[config.mk]
export PLATFORM = sky130hd
export DESIGN_NAME = bitmap_first_fit_allocator
export DESIGN_NICKNAME = d
export VERILOG_FILES = /design/src/rtl/bffa_pkg.sv /design/src/rtl/bitmap_first_fit_allocator.sv /design/src/rtl/bffa_dpath.sv /design/src/rtl/bffa_ctrl.sv
export SDC_FILE = /design/constraint.sdc
export NUM_CORES = 2
export LEC_CHECK = 0
export ABC_CLOCK_PERIOD_IN_PS = 17700
export BUFFER_PORTS_ARGS = -buffer_cell sky130_fd_sc_hd__buf_4
export CORE_MARGIN = 1
export CORE_UTILIZATION = 35
export CTS_BUF_LIST = sky130_fd_sc_hd__clkbuf_8
export DETAILED_ROUTE_END_ITERATION = 8
export GPL_ROUTABILITY_DRIVEN = 0
export PLACE_DENSITY_LB_ADDON = 0.08
export SLEW_MARGIN = 25
export SYNTH_ARGS = -nofsm -noshare
export SYNTH_HDL_FRONTEND = slang
export SYNTH_HIERARCHICAL = 1
export SYNTH_SLANG_ARGS = --single-unit
export TNS_END_PERCENT = 100
[constraint.sdc]
create_clock -name clk_i -period 17.7 [get_ports clk_i]
set_input_delay 0.885 -clock clk_i [delete_from_list [all_inputs] [get_ports clk_i]]
set_output_delay 0.885 -clock clk_i [all_outputs]
set_load 0.005 [all_outputs]
[src/rtl/bffa_pkg.sv]
// Shared types and constants of the first-fit bitmap allocator.
// Holds status codes, field widths and the controller-to-datapath buses.
// No dependencies.
package bffa_pkg;

  // field widths fixed by the interface
  localparam int REQ_W    = 16;
  localparam int OFS_IN_W = 16;
  localparam int POOL_W   = 16;
  localparam int OFS_W    = 15;
  localparam int STATUS_W = 2;

  // map row width, blocks examined per scan cycle
  localparam int ROW_W = 8;

  // defaults for the top-level parameters
  localparam int DEF_NUM_BLOCKS  = 1024;
  localparam int DEF_BLOCK_BYTES = 32;

  localparam logic [POOL_W-1:0] POOL_RESET = 16'd32768;

  // request kinds
  localparam logic MODE_ALLOC = 1'b0;
  localparam logic MODE_FREE  = 1'b1;

  // response codes
  typedef enum logic [STATUS_W-1:0] {
    ST_OK       = 2'd0,
    ST_BAD_SIZE = 2'd1,
    ST_NO_RUN   = 2'd2,
    ST_BAD_FREE = 2'd3
  } status_e;

  // controller to datapath commands
  typedef struct packed {
    logic    load_req;
    logic    clear_step;
    logic    div_step;
    logic    scan_start;
    logic    scan_step;
    logic    mark_start;
    logic    mark_step;
    logic    free_rd;
    logic    free_wr;
    logic    res_load;
    status_e res_status;
  } dp_cmd_t;

  // datapath to controller status
  typedef struct packed {
    logic clear_last;
    logic mode_free;
    logic size_bad;
    logic free_bad;
    logic scan_found;
    logic scan_fail;
    logic mark_last;
  } dp_sts_t;

endpackage

[src/rtl/bitmap_first_fit_allocator.sv]
// First-fit block allocator over a one-bit-per-block occupancy map.
// Top level: joins bffa_ctrl and bffa_dpath; depends on bffa_pkg.
//
// Usage:
//   Input channel (in_valid_i / in_stall_o) carries one request per
//   transaction: mode_i 0 allocates request_bytes_i, mode_i 1 frees the block
//   at release_offset_i. Output channel (out_valid_o / out_stall_i) returns
//   exactly one status_o and granted_offset_o per request. pool_bytes_i is
//   written when cfg_we_i is high and must only change while the block is
//   idle.
// Sequencing:
//   one request at a time. An allocate decodes the request, scans the map one
//   8-block row per step (up to ceil(NUM_BLOCKS/8) rows), then marks each row
//   covered by the granted run; the scan rate is set by the single read port
//   of the map memory. A free does an offset division, a range check
//   and a read-modify-write of one map row. Bad sizes skip to the response.
// Reset:
//   the map memory is cleared one row per cycle, all ceil(NUM_BLOCKS/8) rows
//   (128 at the default size), with in_stall_o high throughout.
// Stall:
//   a finished result waits in the output register; the next request is
//   taken meanwhile, and its result waits until the register is emptied.
module bitmap_first_fit_allocator import bffa_pkg::*; #(
  parameter int NUM_BLOCKS  = DEF_NUM_BLOCKS,
  parameter int BLOCK_BYTES = DEF_BLOCK_BYTES
) (
  input  logic                clk_i,
  input  logic                rst_ni,
  input  logic                cfg_we_i,
  input  logic [POOL_W-1:0]   pool_bytes_i,
  input  logic                in_valid_i,
  output logic                in_stall_o,
  input  logic                mode_i,
  input  logic [REQ_W-1:0]    request_bytes_i,
  input  logic [OFS_IN_W-1:0] release_offset_i,
  output logic                out_valid_o,
  input  logic                out_stall_i,
  output logic [STATUS_W-1:0] status_o,
  output logic [OFS_W-1:0]    granted_offset_o
);

  dp_cmd_t cmd;
  dp_sts_t sts;

  // sequencing and handshakes
  bffa_ctrl u_ctrl (
    .clk_i       (clk_i),
    .rst_ni      (rst_ni),
    .in_valid_i  (in_valid_i),
    .in_stall_o  (in_stall_o),
    .out_valid_o (out_valid_o),
    .out_stall_i (out_stall_i),
    .sts_i       (sts),
    .cmd_o       (cmd)
  );

  // map memory, scan and result datapath
  bffa_dpath #(
    .NUM_BLOCKS  (NUM_BLOCKS),
    .BLOCK_BYTES (BLOCK_BYTES)
  ) u_dpath (
    .clk_i            (clk_i),
    .rst_ni           (rst_ni),
    .cfg_we_i         (cfg_we_i),
    .pool_bytes_i     (pool_bytes_i),
    .mode_i           (mode_i),
    .request_bytes_i  (request_bytes_i),
    .release_offset_i (release_offset_i),
    .cmd_i            (cmd),
    .sts_o            (sts),
    .status_o         (status_o),
    .granted_offset_o (granted_offset_o)
  );

endmodule

[src/rtl/bffa_dpath.sv]
// Datapath of the first-fit bitmap allocator: occupancy map memory, scan,
// run marking, offset divider for frees and the result register.
// Depends on bffa_pkg.
module bffa_dpath import bffa_pkg::*; #(
  parameter int NUM_BLOCKS  = DEF_NUM_BLOCKS,
  parameter int BLOCK_BYTES = DEF_BLOCK_BYTES
) (
  input  logic                clk_i,
  input  logic                rst_ni,
  input  logic                cfg_we_i,
  input  logic [POOL_W-1:0]   pool_bytes_i,
  input  logic                mode_i,
  input  logic [REQ_W-1:0]    request_bytes_i,
  input  logic [OFS_IN_W-1:0] release_offset_i,
  input  dp_cmd_t             cmd_i,
  output dp_sts_t             sts_o,
  output logic [STATUS_W-1:0] status_o,
  output logic [OFS_W-1:0]    granted_offset_o
);

  localparam int ROWS    = (NUM_BLOCKS + ROW_W - 1) / ROW_W;
  localparam int ROW_AW  = $clog2((ROWS > 1) ? ROWS : 2);
  localparam int ROW_LW  = $clog2(ROW_W);
  localparam int IDX_W   = ROW_AW + ROW_LW;
  localparam int RUN_W   = $clog2((2 ** REQ_W) + BLOCK_BYTES);
  localparam int BYTE_W0 = $clog2((ROWS + 1) * ROW_W * BLOCK_BYTES) + 1;
  localparam int BYTE_W  = (BYTE_W0 > RUN_W + 1) ? BYTE_W0 : RUN_W + 1;

  // reciprocal of the block size, exact for every 16-bit offset
  localparam int          DIV_SH = OFS_IN_W + $clog2(BLOCK_BYTES);
  localparam int          PROD_W = 2 * OFS_IN_W + 1;
  localparam int          BACK_W = OFS_IN_W + $clog2(BLOCK_BYTES + 1);
  localparam logic [63:0] RECIP  =
      ((64'd1 << DIV_SH) + 64'(BLOCK_BYTES) - 64'd1) / 64'(BLOCK_BYTES);

  // configuration register
  logic [POOL_W-1:0] pool_q;

  always_ff @(posedge clk_i or negedge rst_ni) begin
    if (!rst_ni) begin
      pool_q <= POOL_RESET;
    end else if (cfg_we_i) begin
      pool_q <= pool_bytes_i;
    end
  end

  // request registers and offset division by reciprocal multiplication
  logic                mode_q;
  logic [REQ_W-1:0]    size_q;
  logic [OFS_IN_W-1:0] ofs_q;
  logic [OFS_IN_W-1:0] quot_q;
  logic [PROD_W-1:0]   recip_prod;
  logic [BACK_W-1:0]   back;

  assign recip_prod = PROD_W'(ofs_q) * PROD_W'(RECIP);
  assign back       = BACK_W'(quot_q) * BACK_W'(BLOCK_BYTES);

  always_ff @(posedge clk_i) begin
    if (cmd_i.load_req) begin
      mode_q <= mode_i;
      size_q <= request_bytes_i;
      ofs_q  <= release_offset_i;
    end else if (cmd_i.div_step) begin
      quot_q <= OFS_IN_W'(recip_prod >> DIV_SH);
    end
  end

  logic [ROW_AW-1:0] free_row;
  logic [ROW_LW-1:0] free_bit;

  assign free_row = quot_q[IDX_W-1:ROW_LW];
  assign free_bit = quot_q[ROW_LW-1:0];

  // row pointer shared by clearing, scanning and marking
  logic [ROW_AW-1:0] row_q;
  logic [IDX_W-1:0]  start_q, end_q;
  logic [RUN_W-1:0]  run_q;
  logic [BYTE_W-1:0] base_q;
  logic [OFS_W-1:0]  granted_q;

  // map memory
  logic [ROW_W-1:0]  mem_q [ROWS];
  logic [ROW_W-1:0]  rd_data_q;
  logic [ROW_AW-1:0] rd_addr, wr_addr;
  logic [ROW_W-1:0]  wr_data, mark_mask, free_mask;
  logic              wr_en;

  always_ff @(posedge clk_i) begin
    if (wr_en) begin
      mem_q[wr_addr] <= wr_data;
    end
    rd_data_q <= mem_q[rd_addr];
  end

  // bits of the current row that fall inside the run being marked, and the freed bit
  always_comb begin
    logic [IDX_W-1:0] idx;
    mark_mask = '0;
    free_mask = '0;
    for (int k = 0; k < ROW_W; k++) begin
      idx = {row_q, ROW_LW'(k)};
      mark_mask[k] = (idx >= start_q) && (idx <= end_q);
      free_mask[k] = (free_bit == ROW_LW'(k));
    end
  end

  // memory port selection
  always_comb begin
    wr_en   = 1'b0;
    wr_addr = row_q;
    wr_data = '0;
    rd_addr = row_q;
    if (cmd_i.clear_step) begin
      wr_en = 1'b1;
    end
    if (cmd_i.mark_step) begin
      wr_en   = 1'b1;
      wr_data = rd_data_q | mark_mask;
      rd_addr = row_q + ROW_AW'(1);
    end
    if (cmd_i.free_wr) begin
      wr_en   = 1'b1;
      wr_addr = free_row;
      wr_data = rd_data_q & ~free_mask;
    end
    if (cmd_i.scan_start) begin
      rd_addr = '0;
    end
    if (cmd_i.scan_step) begin
      rd_addr = row_q + ROW_AW'(1);
    end
    if (cmd_i.mark_start) begin
      rd_addr = start_q[IDX_W-1:ROW_LW];
    end
    if (cmd_i.free_rd) begin
      rd_addr = free_row;
    end
  end

  // first-fit scan over one row, run length kept in bytes
  logic [BYTE_W-1:0] byte_end [ROW_W];
  logic [ROW_W-1:0]  in_use;
  logic [RUN_W-1:0]  run_d;
  logic [IDX_W-1:0]  start_d, end_d;
  logic [BYTE_W-1:0] end_byte;
  logic              found;

  always_comb begin
    logic [IDX_W-1:0] idx;
    for (int k = 0; k < ROW_W; k++) begin
      idx = {row_q, ROW_LW'(k)};
      byte_end[k] = base_q + BYTE_W'((k + 1) * BLOCK_BYTES);
      in_use[k]   = (32'(idx) < 32'(NUM_BLOCKS)) && (byte_end[k] <= BYTE_W'(pool_q));
    end
  end

  always_comb begin
    logic [IDX_W-1:0] idx;
    run_d    = run_q;
    start_d  = start_q;
    end_d    = end_q;
    end_byte = '0;
    found    = 1'b0;
    for (int k = 0; k < ROW_W; k++) begin
      idx = {row_q, ROW_LW'(k)};
      if (!found && in_use[k]) begin
        if (!rd_data_q[k]) begin
          if (run_d == '0) begin
            start_d = idx;
          end
          run_d = run_d + RUN_W'(BLOCK_BYTES);
          if (run_d >= RUN_W'(size_q)) begin
            found    = 1'b1;
            end_d    = idx;
            end_byte = byte_end[k];
          end
        end else begin
          run_d = '0;
        end
      end
    end
  end

  logic [BYTE_W-1:0] grant_bytes;
  assign grant_bytes = end_byte - BYTE_W'(run_d);

  // scan and row pointer registers
  always_ff @(posedge clk_i or negedge rst_ni) begin
    if (!rst_ni) begin
      row_q <= '0;
    end else if (cmd_i.scan_start) begin
      row_q <= '0;
    end else if (cmd_i.mark_start) begin
      row_q <= start_q[IDX_W-1:ROW_LW];
    end else if (cmd_i.clear_step || cmd_i.scan_step || cmd_i.mark_step) begin
      row_q <= row_q + ROW_AW'(1);
    end
  end

  always_ff @(posedge clk_i) begin
    if (cmd_i.load_req) begin
      granted_q <= '0;
    end
    if (cmd_i.scan_start) begin
      run_q  <= '0;
      base_q <= '0;
    end else if (cmd_i.scan_step) begin
      run_q   <= run_d;
      start_q <= start_d;
      base_q  <= base_q + BYTE_W'(ROW_W * BLOCK_BYTES);
      if (found) begin
        end_q     <= end_d;
        granted_q <= grant_bytes[OFS_W-1:0];
      end
    end
  end

  // result register
  always_ff @(posedge clk_i) begin
    if (cmd_i.res_load) begin
      status_o         <= cmd_i.res_status;
      granted_offset_o <= granted_q;
    end
  end

  // status back to the controller
  assign sts_o.clear_last = (row_q == ROW_AW'(ROWS - 1));
  assign sts_o.mode_free  = (mode_q == MODE_FREE);
  assign sts_o.size_bad   = (size_q == '0) || (size_q > pool_q);
  assign sts_o.free_bad   = (back != BACK_W'(ofs_q)) || (32'(quot_q) >= 32'(NUM_BLOCKS));
  assign sts_o.scan_found = found;
  assign sts_o.scan_fail  = !found &&
                            (!in_use[ROW_W-1] || (row_q == ROW_AW'(ROWS - 1)));
  assign sts_o.mark_last  = (row_q == end_q[IDX_W-1:ROW_LW]);

endmodule

[src/rtl/bffa_ctrl.sv]
// Controller of the first-fit bitmap allocator: sequences map clearing,
// allocate scans, run marking, frees and the result handshake.
// Depends on bffa_pkg.
module bffa_ctrl import bffa_pkg::*; (
  input  logic    clk_i,
  input  logic    rst_ni,
  input  logic    in_valid_i,
  output logic    in_stall_o,
  output logic    out_valid_o,
  input  logic    out_stall_i,
  input  dp_sts_t sts_i,
  output dp_cmd_t cmd_o
);

  typedef enum logic [11:0] {
    S_CLEAR      = 12'b0000_0000_0001,
    S_IDLE       = 12'b0000_0000_0010,
    S_DISPATCH   = 12'b0000_0000_0100,
    S_DIV        = 12'b0000_0000_1000,
    S_FREE_CHK   = 12'b0000_0001_0000,
    S_FREE_RD    = 12'b0000_0010_0000,
    S_FREE_WR    = 12'b0000_0100_0000,
    S_SCAN_START = 12'b0000_1000_0000,
    S_SCAN       = 12'b0001_0000_0000,
    S_MARK_START = 12'b0010_0000_0000,
    S_MARK       = 12'b0100_0000_0000,
    S_RESP       = 12'b1000_0000_0000
  } state_e;

  state_e  state_q, state_d;
  status_e code_q, code_d;
  logic    out_valid_q, out_valid_d;
  logic    can_load;

  assign can_load    = !out_valid_q || !out_stall_i;
  assign in_stall_o  = (state_q != S_IDLE);
  assign out_valid_o = out_valid_q;

  // next state and commands
  always_comb begin
    state_d          = state_q;
    code_d           = code_q;
    cmd_o            = '0;
    cmd_o.res_status = code_q;
    case (state_q)
      S_CLEAR: begin
        cmd_o.clear_step = 1'b1;
        if (sts_i.clear_last) begin
          state_d = S_IDLE;
        end
      end
      S_IDLE: begin
        if (in_valid_i) begin
          cmd_o.load_req = 1'b1;
          state_d        = S_DISPATCH;
        end
      end
      S_DISPATCH: begin
        if (sts_i.mode_free) begin
          state_d = S_DIV;
        end else if (sts_i.size_bad) begin
          code_d  = ST_BAD_SIZE;
          state_d = S_RESP;
        end else begin
          state_d = S_SCAN_START;
        end
      end
      S_DIV: begin
        cmd_o.div_step = 1'b1;
        state_d        = S_FREE_CHK;
      end
      S_FREE_CHK: begin
        if (sts_i.free_bad) begin
          code_d  = ST_BAD_FREE;
          state_d = S_RESP;
        end else begin
          state_d = S_FREE_RD;
        end
      end
      S_FREE_RD: begin
        cmd_o.free_rd = 1'b1;
        state_d       = S_FREE_WR;
      end
      S_FREE_WR: begin
        cmd_o.free_wr = 1'b1;
        code_d        = ST_OK;
        state_d       = S_RESP;
      end
      S_SCAN_START: begin
        cmd_o.scan_start = 1'b1;
        state_d          = S_SCAN;
      end
      S_SCAN: begin
        cmd_o.scan_step = 1'b1;
        if (sts_i.scan_found) begin
          state_d = S_MARK_START;
        end else if (sts_i.scan_fail) begin
          code_d  = ST_NO_RUN;
          state_d = S_RESP;
        end
      end
      S_MARK_START: begin
        cmd_o.mark_start = 1'b1;
        state_d          = S_MARK;
      end
      S_MARK: begin
        cmd_o.mark_step = 1'b1;
        if (sts_i.mark_last) begin
          code_d  = ST_OK;
          state_d = S_RESP;
        end
      end
      S_RESP: begin
        if (can_load) begin
          cmd_o.res_load = 1'b1;
          state_d        = S_IDLE;
        end
      end
      default: begin
        state_d = S_CLEAR;
      end
    endcase
  end

  // result valid flag
  always_comb begin
    out_valid_d = out_valid_q;
    if (cmd_o.res_load) begin
      out_valid_d = 1'b1;
    end else if (!out_stall_i) begin
      out_valid_d = 1'b0;
    end
  end

  always_ff @(posedge clk_i or negedge rst_ni) begin
    if (!rst_ni) begin
      state_q     <= S_CLEAR;
      code_q      <= ST_OK;
      out_valid_q <= 1'b0;
    end else begin
      state_q     <= state_d;
      code_q      <= code_d;
      out_valid_q <= out_valid_d;
    end
  end

endmodule

==> out/metrics.yaml <==
die:
  core_um2: 167000
  fp.dieW_um: 413
  num_io_pins: 73
  die_h_um: 413
  initial_utilization_pct: 35.3
  core.rowCount: 150
  dieArea_um2: 170000
synth:
  syn_inst: 4258
  synth-edff-count: 1105
  synth-seq-area-share_pct: 59.5
  postSynthAreaPerCell_um2: 13.9
  most_numerous_cell_in_the_yosys_netlist: "sky130_fd_sc_hd__edfxtp_1"
  async_reset_ff_share_pct: 3.19
  synth_cell_types: 113
  ys_top_cells_by_count: "sky130_fd_sc_hd__edfxtp_1 (1105), sky130_fd_sc_hd__nor2_1 (318), sky130_fd_sc_hd__mux4_2 (256)"
  fraction_of_synthesized_cell_area_taken_by_the_top_area_cell_type_pct: 56.2
  synth_net_count: 4508
  synth.cell_area_um2: 59100
  most_used_flip_flop_cell_after_synthesis: "sky130_fd_sc_hd__edfxtp_1"
  synthDominantAreaCellType: "sky130_fd_sc_hd__edfxtp_1"
  ys_seq_elements: 1193
  number_of_warnings_issued_by_yosys: 6
  ys_top_cells_by_area: "sky130_fd_sc_hd__edfxtp_1 (56%), sky130_fd_sc_hd__mux4_2 (9.8%), sky130_fd_sc_hd__ha_1 (4.2%)"
sta:
  fin_clk_skew_ns: 0.0794
  slew-limit-headroom_pct: 23.1
  final_period_minus_worst_setup_slack_ns: 16.74
  finalHoldViolations: 0
  post-route-period-util_pct: 94.6
  setup_viol: 0
  report.final.slew_viol_count: 0
  worst_pin_slew_ns: 1.15
  achievable-frequency_mhz: 59.7
worst_setup_path:
  criticalPathCategory: "reg -> reg"
  crit_path_start_kind: "flop"
  cp.arrival_ns: 17.56
  critPathMaxFanout: 17
  worst_path_most_repeated_cell: "sky130_fd_sc_hd__a21o_1"
  cp_capture_type: "flop"
  r2r_end: "u_dpath/granted_q[13]"
  crit_path_max_incr_delay_ns: 0.55
  rr_worst_depth: 77
  cp_slowest_cell: "sky130_fd_sc_hd__or4_4"
  critical_path.startpoint: "u_dpath/pool_q[15]"
  ff_to_ff_start: "u_dpath/pool_q[15]"
  ff2ff_setup_slack_ns: 0.96
  crit_required_ns: 18.52
layout:
  layout-drive-gt1-share_pct: 21.1
  nets: 4816
  area_growth_syn_to_layout_pct: 15.1
  final_core_util_pct: 40.6
drt:
  initial_drc_count: 2652
  dr.pass1.iters: 5
  total_number_of_vias: 38400
  wire_length_per_cell_um: 26.1
  route.detailed.drc: 0
  vias_per_cell: 5.53
  ant_nets: 0
  wirelength_um: 182000
grt:
  grt_antenna_before_repair: 3
  grt_max_degree: 129
  overflow: 0
  globalRouteTotalUtil_pct: 21.2
  global_route_wire_length_before_repair_um: 267000
  first_global_vias: 39500
status:
  status: "complete, no violations"
clock_network:
  cts_max_path_buffers: 3
  tritoncts: "yes"
  cts_sinks: 1193
  clock_latency_ns: 0.97
  cts-buffers-inserted: 205
  cts.root.buffer_cell: "sky130_fd_sc_hd__clkbuf_8"
  h-tree-depth: 4
  cts.clk_slew.worst_paths_ns: 0.06
hold_path:
  min_delay_path_depth: 1
  worstHoldPathType: "in -> reg"
  worstHoldStart: "mode_i"
  hold_path_end: "u_dpath/mode_q"
placement:
  detailed_place_hpwl_um: 121000
  port_buffers: 72
power:
  vdd.ir_drop.worst_v: 0.000148
  leakage_nw: 26.1
  power_mw: 7.95
  power-per-cell-area_nw_per_um2: 117
run:
  max-cap-violations: 0
-- worst max-delay path, delay by kind of cell (launching register included) --
| family | cells | cell delay, ns |
|---|---|---|
| compound gates | 37 | 6.91 |
| flops | 1 | 0.51 |
| buf+inv | 8 | 1.28 |
| xor+xnor | 3 | 0.57 |
| mux | 4 | 0.97 |
| simple gates | 18 | 4.32 |
| fa+ha+maj | 7 | 2.03 |
-- power by group --
part,switching (mW),internal [mW]
clock network,1.19,1.29
logic,1.45,0.809
registers,0.0855,3.13
total,2.73,5.22
-- layer usage --
metal  up-vias  track usage [%]  share of wire [%]
li1      17600                -                  -
met3       317             3.49                4.0
met5         -                0                  0
met2       921             36.6                 50
met1     19600             26.8                 43
met4         0             7.47                3.4
-- flip-flops by register name, summed over array words and instances (netlist names), 12 cells and up --
name	flops
u_dpath/size_q	16
u_dpath/ofs_q	16
u_dpath/mem_q	1024
u_dpath/granted_offset_o	15
u_dpath/run_q	17
u_ctrl/state_q	12
u_dpath/granted_q	15
u_dpath/pool_q	16
-- layout by cell type, fill, tap and decap left out, types with 42 or more instances in the layout --
master / instances
sky130_fd_sc_hd__nand2_1: 248
sky130_fd_sc_hd__nor2_1: 311
sky130_fd_sc_hd__nand4_1: 87
sky130_fd_sc_hd__nand3_1: 93
sky130_fd_sc_hd__mux4_2: 256
sky130_fd_sc_hd__ha_1: 193
sky130_fd_sc_hd__o21ai_0: 124
sky130_fd_sc_hd__buf_4: 293
sky130_fd_sc_hd__and3_1: 42
sky130_fd_sc_hd__a21oi_1: 165
sky130_fd_sc_hd__clkbuf_8: 207
sky130_fd_sc_hd__edfxtp_1: 1105
sky130_fd_sc_hd__inv_1: 187
sky130_fd_sc_hd__dfxtp_1: 49
sky130_fd_sc_hd__xnor2_1: 63
sky130_fd_sc_hd__clkinv_1: 54
sky130_fd_sc_hd__nor2b_1: 85
sky130_fd_sc_hd__a21o_1: 49
sky130_fd_sc_hd__mux2i_1: 96
sky130_fd_sc_hd__nor3_1: 61
sky130_fd_sc_hd__a211oi_1: 120
-- worst max path at each step --
stage / to / slack [ns] / cells after the start
after detailed placement: u_dpath/granted_q[13] / 0.02 / 92
after global placement: u_dpath/granted_q[12] / 0.04 / 75
after CTS: u_dpath/granted_q[12] / 0.05 / 72
after global routing: u_dpath/granted_q[13] / -0.03 / 92
after floorplan: u_dpath/granted_q[13] / 0.01 / 88
final: u_dpath/granted_q[13] / 0.96 / 77
-- final cells by class --
| type | count | area (um2) |
|---|---|---|
| Fill cell | 15800 | 99400 |
| Clock inverter | 177 | 1200 |
| Clock buffer | 207 | 2850 |
| Sequential cell | 1193 | 35100 |
| Timing Repair Buffer | 314 | 2470 |
| Multi-Input combinational cell | 2727 | 23100 |
| Tap cell | 2204 | 2760 |
| Antenna cell | 3 | 7.51 |
| Inverter | 125 | 469 |
-- what timing repair did --
item                                   CTS  global route
hold buffers                            12             0
endpoints found under the hold margin   47             0
resized for setup                        1            58
pin swaps                                0            21
buffers inserted                         0            18
setup endpoints to repair                1            47
-- cells by family (layout without fill, tap and decap cells) --
kind of cell | count (synthesis) | in the layout | synth area share [%]
AOI/OAI and AO/OA | 867 | 867 | 10.4
xor gates and xnor gates | 100 | 100 | 1.48
adders and majority gates | 196 | 196 | 4.15
buffers and inverters | 338 | 823 | 2.30
DFF | 1193 | 1193 | 59.5
muxes | 386 | 386 | 12.0
other | 0 | 3 | 0
and+or+nand+nor | 1178 | 1178 | 10.2
-- through the flow --
stage                     instances  area, um2  hold WS, ns  setup WS, ns  setup TNS (ns)
after floorplan                4258      59100        0.401       0.00986               0
after global placement         6533      63400        0.415        0.0378               0
after detailed placement       6533      63400        0.424        0.0151               0
after CTS                      6929      67600      0.00139        0.0499               0
after global routing           6949      68000       0.0194       -0.0345         -0.0664
final                          6950      68000        0.118         0.962               0
Note: power is estimated with default switching activity, not from simulation.
